[src/fkls_pkg.sv]
`timescale 1ns / 1ps
// ----------------------------------------------------------------------------
// fkls_pkg
// Shared types and constants for the fixed-key lower-bound search block.
// ----------------------------------------------------------------------------
package fkls_pkg;

    localparam int SLOT_W         = 10;
    localparam int ROW_W          = 10;
    localparam int POS_W          = 11;
    localparam int KEY_FIELD_W    = 64;
    localparam int KEY_BYTES_DEF  = 8;
    localparam int TABLE_ROWS_DEF = 1024;

    typedef enum logic [1:0] {
        OP_WR_KEY = 2'd0,
        OP_WR_ORD = 2'd1,
        OP_SEARCH = 2'd2,
        OP_READ   = 2'd3
    } fkls_op_t;

    typedef struct packed {
        fkls_op_t                 opcode;
        logic [SLOT_W-1:0]        slot;
        logic [KEY_FIELD_W-1:0]   key_value;
        logic [ROW_W-1:0]         row_number;
    } fkls_req_t;

    typedef struct packed {
        logic [POS_W-1:0]         position;
        logic                     found;
        logic [ROW_W-1:0]         hit_row;
        logic [KEY_FIELD_W-1:0]   key_out;
    } fkls_resp_t;

    typedef enum logic [3:0] {
        ST_IDLE,
        ST_WRITE,
        ST_CHECK,
        ST_PROBE_ORD,
        ST_PROBE_KEY,
        ST_HIT_ORD,
        ST_HIT_KEY,
        ST_READ,
        ST_READ_KEY,
        ST_EMIT
    } fkls_state_t;

    typedef struct packed {
        logic load;         // latch new request
        logic ord_sel_mid;  // order RAM address = midpoint
        logic ord_sel_lo;   // order RAM address = lower bound
        logic ord_we;
        logic key_sel_ord;  // key RAM address = order RAM data
        logic key_we;
        logic step;         // narrow the search window
        logic hit_row_cap;
        logic hit_cap;
        logic rd_cap;
        logic emit;
    } fkls_cmd_t;

    typedef struct packed {
        logic lo_lt_hi;
        logic lo_lt_n;
        logic slot_ok;
        logic out_free;
    } fkls_sts_t;

endpackage

[src/fkls_ctrl.sv]
`timescale 1ns / 1ps
// ----------------------------------------------------------------------------
// fkls_ctrl
// Sequencer for writes, reads and the binary lower-bound search.
// ----------------------------------------------------------------------------
module fkls_ctrl
    import fkls_pkg::*;
(
    input  logic      aclk,
    input  logic      aresetn,
    input  logic      s_valid,
    input  fkls_op_t  in_op,
    output logic      s_ready,
    output fkls_cmd_t cmd,
    input  fkls_sts_t sts
);

    fkls_state_t state_reg, state_next;

    always_ff @(posedge aclk) begin
        if (!aresetn) begin
            state_reg <= ST_IDLE;
        end else begin
            state_reg <= state_next;
        end
    end

    always_comb begin
        state_next = state_reg;
        unique case (state_reg)
            ST_IDLE: begin
                if (s_valid) begin
                    unique case (in_op)
                        OP_WR_KEY, OP_WR_ORD: state_next = ST_WRITE;
                        OP_SEARCH:            state_next = ST_CHECK;
                        OP_READ:              state_next = ST_READ;
                        default:              state_next = ST_IDLE;
                    endcase
                end
            end
            ST_WRITE:     state_next = ST_IDLE;
            ST_CHECK: begin
                priority if (sts.lo_lt_hi) begin
                    state_next = ST_PROBE_ORD;
                end else if (sts.lo_lt_n) begin
                    state_next = ST_HIT_ORD;
                end else begin
                    state_next = ST_EMIT;
                end
            end
            ST_PROBE_ORD: state_next = ST_PROBE_KEY;
            ST_PROBE_KEY: state_next = ST_CHECK;
            ST_HIT_ORD:   state_next = ST_HIT_KEY;
            ST_HIT_KEY:   state_next = ST_EMIT;
            ST_READ:      state_next = sts.slot_ok ? ST_READ_KEY : ST_EMIT;
            ST_READ_KEY:  state_next = ST_EMIT;
            ST_EMIT: begin
                if (sts.out_free) begin
                    state_next = ST_IDLE;
                end
            end
            default:      state_next = ST_IDLE;
        endcase
    end

    always_comb begin
        cmd     = '0;
        s_ready = 1'b0;
        unique case (state_reg)
            ST_IDLE: begin
                s_ready  = 1'b1;
                cmd.load = s_valid;
            end
            ST_WRITE: begin
                cmd.ord_we = 1'b1;
                cmd.key_we = 1'b1;
            end
            ST_CHECK: begin
                cmd.ord_sel_mid = sts.lo_lt_hi;
                cmd.ord_sel_lo  = ~sts.lo_lt_hi;
            end
            ST_PROBE_ORD: cmd.key_sel_ord = 1'b1;
            ST_PROBE_KEY: cmd.step        = 1'b1;
            ST_HIT_ORD: begin
                cmd.key_sel_ord = 1'b1;
                cmd.hit_row_cap = 1'b1;
            end
            ST_HIT_KEY:   cmd.hit_cap = 1'b1;
            ST_READ:      ;
            ST_READ_KEY:  cmd.rd_cap  = 1'b1;
            ST_EMIT:      cmd.emit    = sts.out_free;
            default:      ;
        endcase
    end

endmodule

[config.mk]
export PLATFORM = sky130hd
export DESIGN_NAME = fkls_ctrl
export DESIGN_NICKNAME = d
export VERILOG_FILES = /design/src/fkls_pkg.sv /design/src/fkls_ctrl.sv
export SDC_FILE = /design/constraint.sdc
export NUM_CORES = 1
export LEC_CHECK = 0
export ABC_CLOCK_PERIOD_IN_PS = 1740
export BUFFER_PORTS_ARGS = -buffer_cell sky130_fd_sc_hd__buf_2
export CAP_MARGIN = 10
export CORE_AREA = 2 2 39 41
export DETAILED_ROUTE_END_ITERATION = 10
export DIE_AREA = 0 0 41 43
export PLACE_DENSITY_LB_ADDON = 0.05
export SLEW_MARGIN = 20
export SYNTH_ARGS = -nofsm -noshare
export SYNTH_HDL_FRONTEND = slang
export SYNTH_SLANG_ARGS = --single-unit
[constraint.sdc]
create_clock -name aclk -period 1.74 [get_ports aclk]
set_clock_uncertainty 0.2 [all_clocks]
set_input_delay 0.174 -clock aclk [delete_from_list [all_inputs] [get_ports aclk]]
set_output_delay 0.174 -clock aclk [all_outputs]
set_load 0.01 [all_outputs]
# Word-level counts from Yosys, hierarchy flattened
# Cells that the tools add are included.
# totals
ff_bits	4
inputBits	9
word_cells	39
# op_classes
n_eq_ne	14
mux	17
bitwise_logic	1
n_reduce_logical	6
# ops
cell	n
$pmux W4 S8	1
$eq A4 B3 Y1 const B	4
$mux W4	4
$pmux W4 S3	1
$mux W1	10
$eq A4 B2 Y1 const B	2
$eq A4 B4 Y1 const B	2
$reduce_or A2 Y1	3
$eq A2 B2 Y1 const B	2
$eq A4 B1 Y1 const B	1
$logic_not A4 Y1	1
$ne A2 B2 Y1 const B	2
$eq A2 B1 Y1 const B	1
$logic_not A2 Y1	1
$mux W2	1
$reduce_and A2 Y1	1
$not A1 Y1	1

# Longest topological paths before layout
# Gate-level depths: netlist (run 1).
# depth
depth_word	5
depth_mapped	5
mapped_depth_nobuf	4

# Worst setup path before layout (run 1)
# OpenSTA, ideal clock, no wires.
# synth_timing
kind	reg-to-output
start	reg state_reg[3]
end	out cmd[10] (netlist name)
arrival_time_ns	1.080
setup_slack_ns	0.286
stages_incl_launch_ff	4
path_buffers	1
cell_sequence	dfxtp_1 > buf_4 > nor4_2 > and2_1
# synth_lines
element	line_no	rtl
start, declared	fkls_ctrl.sv:18	fkls_state_t state_reg, state_next;
start signal, assigned	fkls_ctrl.sv:24	state_reg <= state_next;
end, declared	fkls_ctrl.sv:14	output fkls_cmd_t cmd,

==> metrics list, run 1 <==
- STA classifies the critical path endpoint as an output pin.
- Final-report setup violation count: 0
- The die is 41 µm wide.
- At the pin with the least slew margin, the transition time is 0.295 ns.
- TritonCTS Buffers: 3
- Final clock period utilization by the worst path: 91.0%
- In the final routed layout, each cell accounts on average for 10.8 µm.
- Summed over all layers, the routed wires come to 992 µm.
- Status: finished clean
* Die Ht: 43 µm
- Shortest clock period the worst path allows after layout: 1.58 ns
- Fin Setup TNS: 0 ns
* Critical Path RT: 1.37 ns
- The largest individual stage delay along the critical path comes from the cell sky130_fd_sc_hd__dfxtp_2.
- Number of H-tree levels: 1
- Clock-pin slew on the worst setup and hold paths: 0.04 ns
- Pin count of the biggest net entering global routing: 17
- In this run the core area contains 14 standard-cell rows.
- Diodes inserted: 0
- After synthesis the netlist holds a flip-flop and latch count of 4.
- Crit-path cells: nor2b_2 -> and3_1 -> buf_2
* Final GP Congestion: 0.648
- Buffer levels on the longest clock path: 2
- Number of warning messages in the yosys log: 0
- In this run the static leakage power is 0.247 nW.
* Overall via count from detail_route: 451
- Category of the most critical setup path: flop to output pin
- The synthesized netlist occupies a cell area of 403 µm².
* ANT nets after route: 0
* Count of hold-fix buffers inserted at cts: 0
- After detailed routing, the number of remaining DRC violations is 0.
* Wire length of the first global-routing pass: 1.48 mm
* CTS root buf: sky130_fd_sc_hd__clkbuf_4
- Synthesis produced 57 cells.
- Worst Setup Start Kind: flop
* Nets: 87
- Overall power consumption after layout is estimated at 0.000496 W.
- Syn Nets: 66
- Final hold vios: 0
- RSZ-0062 raised after global routing: false
* Cell type group with the largest total delay on the critical path: flip-flops
- The via count of the first global-routing pass was 328.
- Die area: 1760 µm²
- Max-slew headroom: 80.3%
- Counting both buffers and inverters, the worst setup path holds a total of 1.
- Worst-Skew Late Latency: 0.24 ns
- Maximum operating frequency: 0.631 GHz
- Area growth from synthesis to layout: 28.9%
- Mean post-synth cell area: 7.07 µm²
- # port buffers: 20
- First-pass iteration count of the detailed router: 2
- Once the floorplan was initialized, standard cells occupied 29.1% of the core.
- Maximum vdd drop: 0.000387 V
* Antenna violations before repair: 0
- The share of the Yosys chip area taken by registers is 19.9%.
- For this block, the initial DRC count from the detailed router was 4.
- The number of pins exceeding their max-slew limit in the final report was 0.
- In the global route stage, overall resource usage came out at 13.5%.
- The region available for standard cell placement spans 1380 µm².
- Once detailed placement completed, the half-perimeter wirelength came to 701 µm.
- TritonCTS built the clock tree.
- In this design, the stage delay of the slowest critical-path cell is 0.45 ns.
* Path type of the worst min-delay path: input port to flop
* Fraction of final layout cells sized beyond drive strength 1: 39.5%
* Number of max-cap violations: 0
- Largest fanout on the critical path: 12
- The register with the most flip-flops in the layout has 4 of them.
* Number of top-level design ports: 21
* Number of different library cells in the post-synthesis netlist: 25
- After global routing the overflow that remains totals 0.
- Clock sink count: 4
* Post-CTS Setup Inserts: 0
* Power per Cell Area: 956 nW/µm²
- Arrival @ worst endpoint: 1.21 ns
* Mean number of vias per cell: 4.90
## area by class of cell
class,instances,area (µm²)
Tap cell,16,20.0
Clock buffer,3,22.5
Sequential cell,4,85.1
Timing Repair Buffer,21,108
Fill cell,157,865
Inverter,3,11.3
Multi-Input combinational cell,45,273
## Yosys cell counts
cell	count	share of area [%]
sky130_fd_sc_hd__nor2b_2	1	2.2
sky130_fd_sc_hd__and2_1	1	1.6
sky130_fd_sc_hd__nand2b_1	6	9.3
sky130_fd_sc_hd__dfxtp_1	4	20
sky130_fd_sc_hd__nor3_1	6	7.5
sky130_fd_sc_hd__nor4_2	1	3.1
sky130_fd_sc_hd__nand2_1	2	1.9
sky130_fd_sc_hd__or3_1	1	1.6
sky130_fd_sc_hd__o22ai_1	1	1.6
sky130_fd_sc_hd__buf_6	1	2.8
sky130_fd_sc_hd__and3_1	2	3.1
sky130_fd_sc_hd__inv_1	3	2.8
sky130_fd_sc_hd__o21ai_1	1	1.2
sky130_fd_sc_hd__nor3b_1	2	3.7
sky130_fd_sc_hd__nand3b_1	2	3.7
sky130_fd_sc_hd__buf_2	1	1.2
sky130_fd_sc_hd__nor4_1	2	3.1
sky130_fd_sc_hd__buf_4	3	5.6
sky130_fd_sc_hd__nor2_1	5	4.7
sky130_fd_sc_hd__a211o_1	1	2.2
sky130_fd_sc_hd__a211oi_1	2	3.7
sky130_fd_sc_hd__a21oi_1	5	6.2
sky130_fd_sc_hd__a21boi_1	2	3.7
sky130_fd_sc_hd__nor2b_1	1	1.6
sky130_fd_sc_hd__xnor2_1	1	2.2
## per-stage QoR
step	std cells	cell area, µm²	worst slack, ns	hold slack [ns]	util, %
5_1_grt	92	519	0.0664	0.0107	37.5
4_1_cts	92	518	0.0192	0.00624	37.4
3_5_place_dp	89	492	0.205	0.263	35.5
6_report	92	519	0.156	0.0128	37.5
3_3_place_gp	89	492	0.178	0.264	35.5
2_1_floorplan	57	403	0.286	0.118	-
## cell usage in the layout, fill, tap and decap left out, drive strengths merged
master   n
nand2    2
a211oi   2
a211o    1
nor3     6
a21oi    5
nor2     5
nand3b   2
nand2b   6
nor2b    2
xnor2    1
o21ai    1
inv      3
dfxtp    4
and2     1
clkbuf   3
a21boi   2
or3      1
nor4     3
o22ai    1
nor3b    2
buf     21
and3     2
## metal layers
layer / part of all wire, % / vias to the layer above / track usage [%]
met4: 0 / 0 / 12.0
met5: 0 / - / 0
li1: - / 240 / -
met1: 47 / 198 / 17.4
met2: 47 / 13 / 16.6
met3: 5.9 / 0 / 4.71
## power breakdown
group	internal [W]	total, W	switching (W)
registers	0.000111	0.000167	0.0000564
clock network	0.0000772	0.000116	0.0000389
logic	0.000111	0.000213	0.000101
total	0.000299	0.000496	0.000197
## cell families (layout without fill, tap and decap cells)
logic type | after synthesis | in the layout | share of synthesized area [%]
flip-flops | 4 | 4 | 19.9
XOR/XNOR | 1 | 1 | 2.17
AND/OR/NAND/NOR | 32 | 32 | 46.9
AO/OA/AOI/OAI | 12 | 12 | 18.6
buffers and inverters | 8 | 27 | 12.4
## worst reg2reg max path, stage by stage, from the launching register on
cell	delay [ns]
sky130_fd_sc_hd__dfxtp_2	0.38
sky130_fd_sc_hd__buf_4	0.17
sky130_fd_sc_hd__nor4_1	0.27
sky130_fd_sc_hd__o22ai_1	0.13
sky130_fd_sc_hd__a21boi_1	0.17
## what timing repair did
item,CTS,global route
gates cloned,0,0
endpoints found under the setup margin,4,3
gates resized for setup,3,1
## worst paths after layout
kind / slack (ns) / startpoint / cells past startpoint / end
setup / recovery: 0.16 / state_reg[1] / 3 / cmd[8]
hold / removal: 0.01 / aresetn / 2 / state_reg[3]
setup reg to reg: 0.35 / state_reg[1] / 4 / state_reg[0]
hold reg to reg: 0.40 / state_reg[1] / 1 / state_reg[1]
Note: power is estimated with default switching activity, not from simulation.
==> inputs of run 2 (changes only) <==
==> constraint.sdc (replaced) <==
create_clock -name aclk -period 1.74 [get_ports aclk]
set_clock_uncertainty 0.2 [all_clocks]
set_input_delay 0.261 -clock aclk [delete_from_list [all_inputs] [get_ports aclk]]
set_output_delay 0.261 -clock aclk [all_outputs]
set_load 0.01 [all_outputs]
==> run 2 against run 1 <==
Against the previous run:
- cell count is 2.2% higher
- sequential share of layout area is 0.44 points lower
- clock-buffer cell count stayed put
- global-route usage is 0.10 points higher
- via count is 2.9% higher
- sequential power is 4% lower
- power is 6.1% higher
- highest routed layer is now met4
- critical path depth stayed put
- register-to-register slack better by 0.02 ns
- setup slack worse by 0.054 ns
==> metrics list, run 2 (synthesis gave the netlist of run 1 again) <==
- Status: finished clean (unchanged).
* Final core utilization: 39.7% (was 37.5%)
- The highest layer used for signal routing is met4 (was met3).
- Final GP Congestion: 0.702 (was 0.648)
- Category of the most critical setup path: flop to output pin (unchanged)
- Nets: 89 (was 87)
* # port buffers: 20 (unchanged)
* Overall via count from detail_route: 464 (was 451)
- Combinational fraction of design power: 48.6% (was 42.9%)
- The number of pins exceeding their max-slew limit in the final report came to 0 (unchanged).
- The clock slew at the register clock pins of the worst setup and hold paths was 0.04 ns (about the same).
- The final hold violation count came to 0 (unchanged).
- The wire length after detailed routing was 1.03 mm (was 992 µm).
- The detailed-router iteration count before antenna repair came to 3 (was 2).
- Worst setup margin: 0.102 ns (was 0.156 ns)
* Placement Setup Slack: 0.140 ns (was 0.205 ns)
- The clock sink count was 4 (unchanged).
- Fraction of power spent switching nets: 38.5% (was 39.7%)
* Pin count of the biggest net entering global routing: 15 (was 17)
* Met1 wire length: 503 µm (was 466 µm)
- The minimum hold slack is 0.0958 ns (was 0.0128 ns).
- Final clock period utilization by the worst path: 94.2% (was 91.0%)
* Worst Setup Start Kind: flop (unchanged)
- The number of primary I/O pins is 21 (unchanged).
* Horiz. Die Dim: 41 µm (unchanged)
* RSZ-0062 raised after global routing: false (unchanged)
- Top library cells by usage in the layout, fill and taps aside: sky130_fd_sc_hd__buf_2, sky130_fd_sc_hd__nand2b_1, sky130_fd_sc_hd__nor3_1 (unchanged).
- DR WL met3: 53 µm (was 59 µm)
* Path type of the worst min-delay path: input port to flop (unchanged)
- The number of antenna violations at the first check in global routing is 0 (unchanged).
- The area added between synthesis and finish was 36.3% (was 28.9%).
- The reg-to-reg setup timing slack came to 0.37 ns (was 0.35 ns).
* Transition time at the pin with the least slew margin: 0.255 ns (was 0.295 ns)
* Worst Hold Launch: sts[3] (was aresetn)
- The number of failing setup endpoints in the final timing report came to 0 (unchanged).
- The power share of the clock group came to 21.0% (was 23.4%).
- Arrival @ worst endpoint: 1.18 ns (was 1.21 ns)
* GRT overflow: 0 (unchanged)
- The vertical die dimension came to 43 µm (unchanged).
- Area of the core: 1380 µm² (unchanged)
- The detail-routed net length per standard cell was 10.9 µm (was 10.8 µm).
- The worst-case clock buffer depth came to 2 (unchanged).
- The power per standard cell area is 958 nW/µm² (was 956 nW/µm²).
- The data required time at the worst endpoint came to 1.28 ns (was 1.37 ns).
- The antenna cell count is 0 (unchanged).
* Shortest clock period the worst path allows after layout: 1.64 ns (was 1.58 ns)
* Iter 0 DRT Violations: 5 (was 4)
- The final total negative setup slack is 0 ns (unchanged).
- Placed inst area: 519 µm² (was 492 µm²)
- Number of H-tree levels: 1 (unchanged)
- Maximum vdd drop: 0.000483 V (was 0.000387 V)
* CTS root buf: sky130_fd_sc_hd__clkbuf_4 (unchanged)
- Largest register FFs: 4 (unchanged)
- The switching power summed over all nets came to 0.000203 W (was 0.000197 W).
* DRC violation count after routing: 0 (unchanged)
- The total routing resource utilization after global routing was 13.6% (was 13.5%).
- The terminating pin of the worst hold path is state_reg[1] (was state_reg[3]).
- R2R depth: 3 (was 4)
- Mean number of vias per cell: 4.94 (was 4.90)
- Leakage power: 0.261 nW (was 0.247 nW)
* Clock tree from TritonCTS: yes (unchanged)
* TritonCTS Buffers: 3 (unchanged)
- The cell area after layout was 549 µm² (was 519 µm²).
- Post-CTS Setup Inserts: 0 (unchanged)
* Number of max-cap violations: 0 (unchanged)
- The post-cts hold buffer count was 0 (unchanged).
* Power Internal: 0.000324 W (was 0.000299 W)
- Max-slew headroom: 83.0% (was 80.3%)
* Largest fanout on the critical path: 13 (was 12)
- The post-detailed-route count of antenna-violating nets came to 0 (unchanged).
* Power share of the sequential group: 30.4% (was 33.7%)
* Starting utilization of the core area: 29.1% (unchanged)
- Die area: 1760 µm² (unchanged)
* Number of placement rows: 14 (unchanged)
* Capturing element type of the critical path: output pin (unchanged)
- Crit Reg-Reg Startpoint: state_reg[3] (was state_reg[1])
- The timing-limited maximum frequency was 0.610 GHz (was 0.631 GHz).
- The source-to-sink clock delay at the later pin of the worst-skew pair came to 0.23 ns (was 0.24 ns).
- The met2 layer wire length in the routed design came to 458 µm (was 465 µm).
- Placed wire-length estimate after detailed placement: 750 µm (was 701 µm)
- The leading cell type in the layout, fill and taps excluded is sky130_fd_sc_hd__buf_2 (unchanged).
- The wire length of the first global-routing pass is 1.57 mm (was 1.48 mm).
- The via count of the first global-routing pass was 381 (was 328).
- The share of final-layout standard cells stronger than drive strength 1 is 41.0% (was 39.5%).
* Number of cells on the worst hold path: 3 (was 2)
* Reg2reg end: state_reg[0] (unchanged)
* Fill cell instance count of the final layout: 159 (was 157)
==> run 2: critical path: stages (launching register included) <==
cell and delay [ns]:
sky130_fd_sc_hd__dfxtp_4 0.42, sky130_fd_sc_hd__nor2b_2 0.20, sky130_fd_sc_hd__and3_1 0.19, sky130_fd_sc_hd__buf_2 0.13
==> run 2: per-stage QoR <==
stage / cells / power, W
6_report: 94 / 0.000526
3_3_place_gp: 91 / 0.000414
2_1_floorplan: 57 / 0.000325
4_1_cts: 94 / 0.000533
5_1_grt: 94 / 0.000574
3_5_place_dp: 91 / 0.000413
==> run 2: power groups by stage <==
stage,combinational (W),sequential (W),clock [W]
global route,0.000284,0.000166,0.000124
CTS,0.000257,0.000158,0.000118
finish,0.000256,0.000160,0.000111
detailed placement,0.000256,0.000157,0
floorplan,0.000200,0.000126,0
global placement,0.000257,0.000157,0
==> run 2: what timing repair did <==
item / in CTS / in global routing
endpoints found under the hold margin: 0 / 0
gates cloned: 0 / 0
setup endpoints to repair: 8 / 8
resized for setup: 3 / 2
==> run 2: routing by layer <==
metal / vias up / track usage (%)
met5: - / 0
met4: 0 / 12.0
met3: 2 / 3.14
met2: 13 / 19.4
met1: 205 / 15.8
li1: 244 / -
==> run 2: cell type report <==
| cell class | instances | area [µm²] | share of cell area [%] |
|---|---|---|---|
| inverter | 3 | 11.3 | 2.05 |
| multi-input combinational | 45 | 273 | 49.7 |
| clock buffer | 3 | 22.5 | 4.10 |
| tap | 16 | 20.0 | 3.64 |
| timing repair buffer | 23 | 135 | 24.6 |
| sequential | 4 | 87.6 | 15.9 |
==> run 2: worst max path at each step <==
| stage | start | to | slack (ns) | depth (start not counted) |
|---|---|---|---|---|
| 4_1_cts | state_reg[1] | cmd[8] | 0.02 | 3 |
| 3_3_place_gp | state_reg[1] | cmd[8] | 0.16 | 3 |
| 6_report | state_reg[1] | cmd[8] | 0.10 | 3 |
| 5_1_grt | state_reg[3] | cmd[10] | 0.008 | 3 |
| 2_1_floorplan | state_reg[3] | cmd[10] | 0.20 | 3 |
| 3_5_place_dp | state_reg[1] | cmd[8] | 0.14 | 3 |
